## config.mk

```make
export PLATFORM = sky130hd
export DESIGN_NAME = ntt_ctrl
export DESIGN_NICKNAME = d
export VERILOG_FILES = /design/src/hdl/ntt_pkg.sv /design/src/hdl/ntt_ctrl.sv
export SDC_FILE = /design/constraint.sdc
export NUM_CORES = 1
export LEC_CHECK = 0
export BUFFER_PORTS_ARGS = -buffer_cell sky130_fd_sc_hd__buf_4
export CORE_ASPECT_RATIO = 0.9
export CORE_MARGIN = 8
export CORE_UTILIZATION = 52
export CTS_CLUSTER_DIAMETER = 30
export DETAILED_ROUTE_END_ITERATION = 16
export PLACE_DENSITY_LB_ADDON = 0.15
export SETUP_SLACK_MARGIN = 0.1
export SLEW_MARGIN = 20
export SYNTH_ARGS = -nofsm -noshare
export SYNTH_HDL_FRONTEND = slang
export SYNTH_SLANG_ARGS = --single-unit
```

## constraint.sdc

```tcl
create_clock -name clk_i -period 3.6 [get_ports clk_i]
set_input_delay 0.18 -clock clk_i [delete_from_list [all_inputs] [get_ports clk_i]]
set_output_delay 0.18 -clock clk_i [all_outputs]
set_load 0.1 [all_outputs]
```

## src/hdl/ntt_pkg.sv

```systemverilog
`timescale 1ns / 1ps
`default_nettype none
// ----------------------------------------------------------------------------
// ntt_pkg
// Shared types and constants of the radix-2 NTT engine.
// ----------------------------------------------------------------------------
package ntt_pkg;

  localparam int unsigned ValW   = 32;
  localparam int unsigned IdxW   = 10;
  localparam int unsigned TwAdrW = 9;
  localparam int unsigned CntW   = 48;
  localparam int unsigned CmdW   = 3;
  localparam int unsigned LogW   = 4;
  localparam int unsigned CfgIdxW = 1;
  localparam int unsigned MaxLog = 10;

  localparam logic [CmdW-1:0] CMD_WR_DATA = 3'd0;
  localparam logic [CmdW-1:0] CMD_WR_TW   = 3'd1;
  localparam logic [CmdW-1:0] CMD_WR_PERM = 3'd2;
  localparam logic [CmdW-1:0] CMD_RUN     = 3'd3;
  localparam logic [CmdW-1:0] CMD_RD_DATA = 3'd4;

  localparam logic [CfgIdxW-1:0] CFG_MODULUS = 1'd0;
  localparam logic [CfgIdxW-1:0] CFG_LOG     = 1'd1;

  localparam logic [ValW-1:0] MOD_RESET = 32'd65537;
  localparam logic [LogW-1:0] LOG_RESET = 4'd10;

  localparam logic KIND_READ = 1'b0;
  localparam logic KIND_DONE = 1'b1;

  // data memory write source
  typedef enum logic [2:0] {
    WS_IN,
    WS_RD,
    WS_A,
    WS_SUM,
    WS_DIFF
  } ws_e;

  typedef struct packed {
    logic            dwe;
    logic [IdxW-1:0] dwaddr;
    ws_e             wsel;
    logic [IdxW-1:0] draddr;
    logic            twe;
    logic            pwe;
    logic [IdxW-1:0] paddr;
    logic            w_cap;
    logic            a_cap;
    logic            b_cap;
    logic            prod_cap;
    logic            red_load_u;
    logic            red_load_p;
    logic            red_step;
    logic            u_cap;
    logic            v_cap;
    logic            cnt_inc;
    logic            out_load;
    logic            out_kind;
  } ntt_cmd_t;

  typedef struct packed {
    logic            out_free;
    logic [LogW-1:0] lg;
    logic [IdxW-1:0] perm_rd;
  } ntt_stat_t;

endpackage
`default_nettype wire

```

## src/hdl/ntt_ctrl.sv

```systemverilog
`timescale 1ns / 1ps
`default_nettype none
// ----------------------------------------------------------------------------
// ntt_ctrl
// Command decode and butterfly / swap sequencer.
// ----------------------------------------------------------------------------
module ntt_ctrl (
  input  wire                        clk_i,
  input  wire                        rst_ni,
  input  wire                        in_valid_i,
  input  wire [ntt_pkg::CmdW-1:0]    in_cmd_i,
  input  wire [ntt_pkg::IdxW-1:0]    in_index_i,
  output logic                       in_ready_o,
  input  wire ntt_pkg::ntt_stat_t    stat_i,
  output ntt_pkg::ntt_cmd_t          cmd_o
);
  import ntt_pkg::*;

  localparam logic [4:0] S_IDLE = 5'd0;
  localparam logic [4:0] S_RD   = 5'd1;
  localparam logic [4:0] S_INIT = 5'd2;
  localparam logic [4:0] S_BP   = 5'd3;
  localparam logic [4:0] S_BT   = 5'd4;
  localparam logic [4:0] S_BL   = 5'd5;
  localparam logic [4:0] S_BH   = 5'd6;
  localparam logic [4:0] S_BM   = 5'd7;
  localparam logic [4:0] S_RU   = 5'd8;
  localparam logic [4:0] S_UC   = 5'd9;
  localparam logic [4:0] S_RV   = 5'd10;
  localparam logic [4:0] S_VC   = 5'd11;
  localparam logic [4:0] S_WL   = 5'd12;
  localparam logic [4:0] S_WH   = 5'd13;
  localparam logic [4:0] S_WP   = 5'd14;
  localparam logic [4:0] S_WC   = 5'd15;
  localparam logic [4:0] S_WA   = 5'd16;
  localparam logic [4:0] S_WB   = 5'd17;
  localparam logic [4:0] S_WW   = 5'd18;
  localparam logic [4:0] S_DONE = 5'd19;

  logic [4:0]      st_q, st_d;
  logic [8:0]      j_q, j_d, nb_q, nb_d;
  logic [IdxW-1:0] half_q, half_d, lmask_q, lmask_d;
  logic [LogW-1:0] hsh_q, hsh_d;
  logic [IdxW-1:0] i_q, i_d, p_q, p_d;
  logic [5:0]      rc_q, rc_d;
  logic [IdxW-1:0] jx, hmask, lo, hi, grp, pm;
  logic            acc;

  assign in_ready_o = (st_q == S_IDLE) && stat_i.out_free;
  assign acc   = in_valid_i && in_ready_o;
  assign jx    = {1'b0, j_q};
  assign hmask = half_q - 1'b1;
  assign lo    = ((jx & ~hmask) << 1) | (jx & hmask);
  assign hi    = lo | half_q;
  assign grp   = jx >> hsh_q;
  assign pm    = stat_i.perm_rd & lmask_q;

  always_comb begin
    st_d = st_q; j_d = j_q; nb_d = nb_q; half_d = half_q; lmask_d = lmask_q;
    hsh_d = hsh_q; i_d = i_q; p_d = p_q; rc_d = rc_q;
    cmd_o = '0;
    cmd_o.wsel   = WS_IN;
    cmd_o.draddr = in_index_i;
    cmd_o.dwaddr = in_index_i;
    case (st_q)
      S_IDLE: begin
        if (acc) begin
          case (in_cmd_i)
            CMD_WR_DATA: cmd_o.dwe = 1'b1;
            CMD_WR_TW:   cmd_o.twe = 1'b1;
            CMD_WR_PERM: cmd_o.pwe = 1'b1;
            CMD_RUN:     st_d = S_INIT;
            CMD_RD_DATA: st_d = S_RD;
            default:     ;
          endcase
        end
      end
      S_RD: begin
        cmd_o.out_load = 1'b1;
        cmd_o.out_kind = KIND_READ;
        st_d = S_IDLE;
      end
      S_INIT: begin
        half_d  = IdxW'(1) << (stat_i.lg - 1'b1);
        lmask_d = IdxW'((11'd1 << stat_i.lg) - 11'd1);
        nb_d    = 9'((10'd1 << (stat_i.lg - 1'b1)) - 10'd1);
        hsh_d   = stat_i.lg - 1'b1;
        j_d     = '0;
        st_d    = S_BP;
      end
      S_BP: begin
        cmd_o.paddr = grp;
        st_d = S_BT;
      end
      S_BT: begin
        cmd_o.draddr = lo;
        st_d = S_BL;
      end
      S_BL: begin
        cmd_o.w_cap  = 1'b1;
        cmd_o.a_cap  = 1'b1;
        cmd_o.draddr = hi;
        st_d = S_BH;
      end
      S_BH: begin
        cmd_o.b_cap = 1'b1;
        st_d = S_BM;
      end
      S_BM: begin
        cmd_o.prod_cap   = 1'b1;
        cmd_o.red_load_u = 1'b1;
        rc_d = '0;
        st_d = S_RU;
      end
      S_RU: begin
        cmd_o.red_step = 1'b1;
        rc_d = rc_q + 1'b1;
        if (rc_q == 6'd31) st_d = S_UC;
      end
      S_UC: begin
        cmd_o.u_cap      = 1'b1;
        cmd_o.red_load_p = 1'b1;
        rc_d = '0;
        st_d = S_RV;
      end
      S_RV: begin
        cmd_o.red_step = 1'b1;
        rc_d = rc_q + 1'b1;
        if (rc_q == 6'd63) st_d = S_VC;
      end
      S_VC: begin
        cmd_o.v_cap = 1'b1;
        st_d = S_WL;
      end
      S_WL: begin
        cmd_o.dwe    = 1'b1;
        cmd_o.dwaddr = lo;
        cmd_o.wsel   = WS_SUM;
        st_d = S_WH;
      end
      S_WH: begin
        cmd_o.dwe     = 1'b1;
        cmd_o.dwaddr  = hi;
        cmd_o.wsel    = WS_DIFF;
        cmd_o.cnt_inc = 1'b1;
        if (j_q == nb_q) begin
          j_d = '0;
          if (hsh_q == '0) begin
            i_d  = '0;
            st_d = S_WP;
          end else begin
            hsh_d  = hsh_q - 1'b1;
            half_d = half_q >> 1;
            st_d   = S_BP;
          end
        end else begin
          j_d  = j_q + 1'b1;
          st_d = S_BP;
        end
      end
      S_WP: begin
        cmd_o.paddr = i_q;
        st_d = S_WC;
      end
      S_WC: begin
        p_d = pm;
        if (i_q < pm) begin
          cmd_o.draddr = i_q;
          st_d = S_WA;
        end else if (i_q == lmask_q) begin
          st_d = S_DONE;
        end else begin
          i_d  = i_q + 1'b1;
          st_d = S_WP;
        end
      end
      S_WA: begin
        cmd_o.a_cap  = 1'b1;
        cmd_o.draddr = p_q;
        st_d = S_WB;
      end
      S_WB: begin
        cmd_o.dwe    = 1'b1;
        cmd_o.dwaddr = i_q;
        cmd_o.wsel   = WS_RD;
        st_d = S_WW;
      end
      S_WW: begin
        cmd_o.dwe    = 1'b1;
        cmd_o.dwaddr = p_q;
        cmd_o.wsel   = WS_A;
        if (i_q == lmask_q) begin
          st_d = S_DONE;
        end else begin
          i_d  = i_q + 1'b1;
          st_d = S_WP;
        end
      end
      S_DONE: begin
        cmd_o.out_load = 1'b1;
        cmd_o.out_kind = KIND_DONE;
        st_d = S_IDLE;
      end
      default: st_d = S_IDLE;
    endcase
  end

  always_ff @(posedge clk_i or negedge rst_ni) begin
    if (!rst_ni) begin
      st_q <= S_IDLE;
    end else begin
      st_q <= st_d;
    end
  end

  always_ff @(posedge clk_i) begin
    j_q <= j_d; nb_q <= nb_d; half_q <= half_d; lmask_q <= lmask_d;
    hsh_q <= hsh_d; i_q <= i_d; p_q <= p_d; rc_q <= rc_d;
  end
endmodule
`default_nettype wire

```

==> results.json <==
{
  "status": "finished clean",
  "drv_slew": 0,
  "ys_warn_count": 0,
  "vias": 5656,
  "crit_type": "flop to primary output",
  "power_mw": 4.92,
  "insertion_delay_ns": 0.35,
  "detailed_place_hpwl_mm": 14.7,
  "cp.required_ns": 3.42,
  "antenna_cells": 0,
  "hold_class": "primary input to flop",
  "clock_skew_ns": 0.0125,
  "dr.pass1.iters": 6,
  "synth-seq-cells": 73,
  "htreeDepth": 3,
  "syn_inst": 677,
  "viasPerCell": 6.28,
  "ys_types": 81,
  "ant_nets": 0,
  "synth_nets": 730,
  "fin_setup_tns_ns": 0,
  "cts-root-buf": "clkbuf_16",
  "areaGrowthSynthToFinish_pct": 16.7,
  "fmaxAchievable_ghz": 0.310,
  "overflow": 0,
  "cts_setup_buffers": 0,
  "start_util_pct": 52.9,
  "worst-path-max-fanout": 10,
  "critical_path.startpoint_type": "flop",
  "async_reset_ff_share_pct": 6.85,
  "die_area_um2": 15300,
  "dp_slack_ns": 0.638,
  "hold_viol_final": 0,
  "endpoint_kind": "primary output",
  "grt_pass1_wl_mm": 30.2,
  "maxCapViolations": 0,
  "cts.path.max_buffers": 2,
  "path_clk_slew_ns": 0.07,
  "drive_gt1_share_pct": 20.5,
  "cts_resized": 0,
  "cts_num_sinks": 73,
  "boundaryPins": 80,
  "track_usage_pct": 25.1,
  "worstPathArrival_ns": 3.05,
  "hold_ws_ns": 0.116,
  "grt_max_degree": 25,
  "first_iter_violations": 710,
  "place_area_um2": 6740,
  "design_area_um2": 7040,
  "ir_drop_v": 0.000300,
  "multiInputGateArea_um2": 3430,
  "synth_seq_area_share_pct": 35.9,
  "antenna_found_initial": 0,
  "die_y_um": 118,
  "fin_nets": 793,
  "fillers": 1039,
  "setup_ws_ns": 0.375,
  "instances_no_fill": 901,
  "ys.flop_type": "edfxtp_1",
  "finalSetupViolations": 0,
  "hold_depth": 3,
  "wl_per_cell_um": 21.5,
  "die_w_um": 129,
  "power_density_nw_per_um2": 699,
  "holdBufCountCts": 1,
  "io_buffers": 79,
  "final_util_pct": 61.8,
  "first_global_vias": 5545,
  "cts_tree": "yes",
  "numCtsBuffers": 9,
  "finalWirelength_mm": 19.4,
  "placementRows": 37,
  "r2r_slack_ns": 0.56,
  "drc": 0,
  "p_leak_nw": 2.80,
  "min_period_ns": 3.23,
  "dp_cells": 884,
  "r2r_cells": 6,
  "relSlewSlack_pct": 36.2,
  "synth_area_um2": 6030,
  "postSynthAreaPerCell_um2": 8.90,
  "synth-edff-count": 68,
  "worstMarginPinSlew_ns": 0.954,
  "finalCritPeriodShare_pct": 89.6,
  "place.gp.congestion": 1.01,
  "fp.coreArea_um2": 11400,
  "regArea_um2": 2170,
  "grt_setup_unrepaired": "no"
}
[placed cells by master (no fill, tap or decap), types with 7 or more instances in the layout]
cell type  instances
nor3_1            14
buf_4            107
o31ai_1            7
a21oi_1           29
and2_1             8
a221o_1           13
nand4_1           10
nand2_1           67
clkbuf_16          9
ha_1              22
a22o_1            12
inv_1             36
or3_1             10
xnor2_1           26
a21o_1             8
nand3_1           26
nor2b_1            8
edfxtp_1          68
xor2_1            21
mux2i_1           10
nor2_1            51
o21ai_0           43
[cells in the mapped netlist, drive strengths merged (9+ instances only)]
cell type / count / area (um^2)
inv: 38 / 143
mux2i: 10 / 100
xor2: 21 / 184
a21oi: 29 / 145
and2: 9 / 56.3
nor2: 54 / 208
or3: 10 / 62.6
a22o: 12 / 105
nand3: 28 / 150
ha: 22 / 275
clkbuf: 28 / 105
o21ai: 45 / 225
a221o: 13 / 130
nand2: 69 / 269
xnor2: 26 / 228
nor3: 16 / 85.1
buf: 28 / 203
nand4: 10 / 62.6
edfxtp: 68 / 2040
[flip-flops by register name, indices dropped and copies added, names as in the netlist]
| signal | cells |
|---|---|
| j_q | 9 |
| p_q | 10 |
| hsh_q | 4 |
| i_q | 10 |
| half_q | 10 |
| st_q | 5 |
| nb_q | 9 |
| lmask_q | 10 |
| rc_q | 6 |
[worst max-delay path, cell delays in order, from the launching register on]
cell	delay [ns]
edfxtp_1	0.57
ha_1	0.36
o211a_1	0.22
a21oi_1	0.23
o221ai_2	0.24
a21o_1	0.37
a221o_1	0.43
buf_4	0.25
[where the power goes]
part	leakage, nW	internal (mW)	switching (mW)
registers	0.689	1.16	0.241
logic	1.97	0.749	1.89
clock network	0.136	0.480	0.400
[layout make-up]
type / count / share of cell area (%)
multi-input cells: 509 / 48.7
flip-flops and latches: 73 / 30.8
repair buffers: 108 / 11.6
clock buffers: 9 / 3.20
well taps: 156 / 2.77
inverters: 39 / 2.08
clock inverters: 7 / 0.907
[layer usage]
metal | wire (um) | part of all wire, % | GRT usage [%] | vias up
met1 | 8050 | 42 | 32.9 | 2699
met5 | 0 | 0 | 0 | -
met4 | 548 | 2.8 | 9.57 | 0
li1 | - | - | - | 2616
met2 | 9020 | 47 | 39.7 | 303
met3 | 1760 | 9.1 | 5.21 | 38
[path summary, 6_finish.rpt]
kind,from,endpoint
hold / removal,stat_i[4],p_q[4]
setup reg to reg,i_q[8],i_q[5]
max in group asynchronous,rst_ni,st_q[2]
min in group asynchronous,rst_ni,st_q[1]
hold reg to reg,rc_q[0],rc_q[0]
setup / recovery,i_q[1],cmd_o[32]
[kinds of logic after synthesis]
kind of cell,after synthesis,share of synthesized area (%)
XOR/XNOR,47,6.83
buffers and inverters,95,7.53
flip-flops,73,35.9
adder cells (fa/ha/maj),22,4.57
AND/OR/NAND/NOR,247,21.6
multiplexers,14,2.59
AO/OA/AOI/OAI,179,21.0
Power figures use the tool's default switching activity.
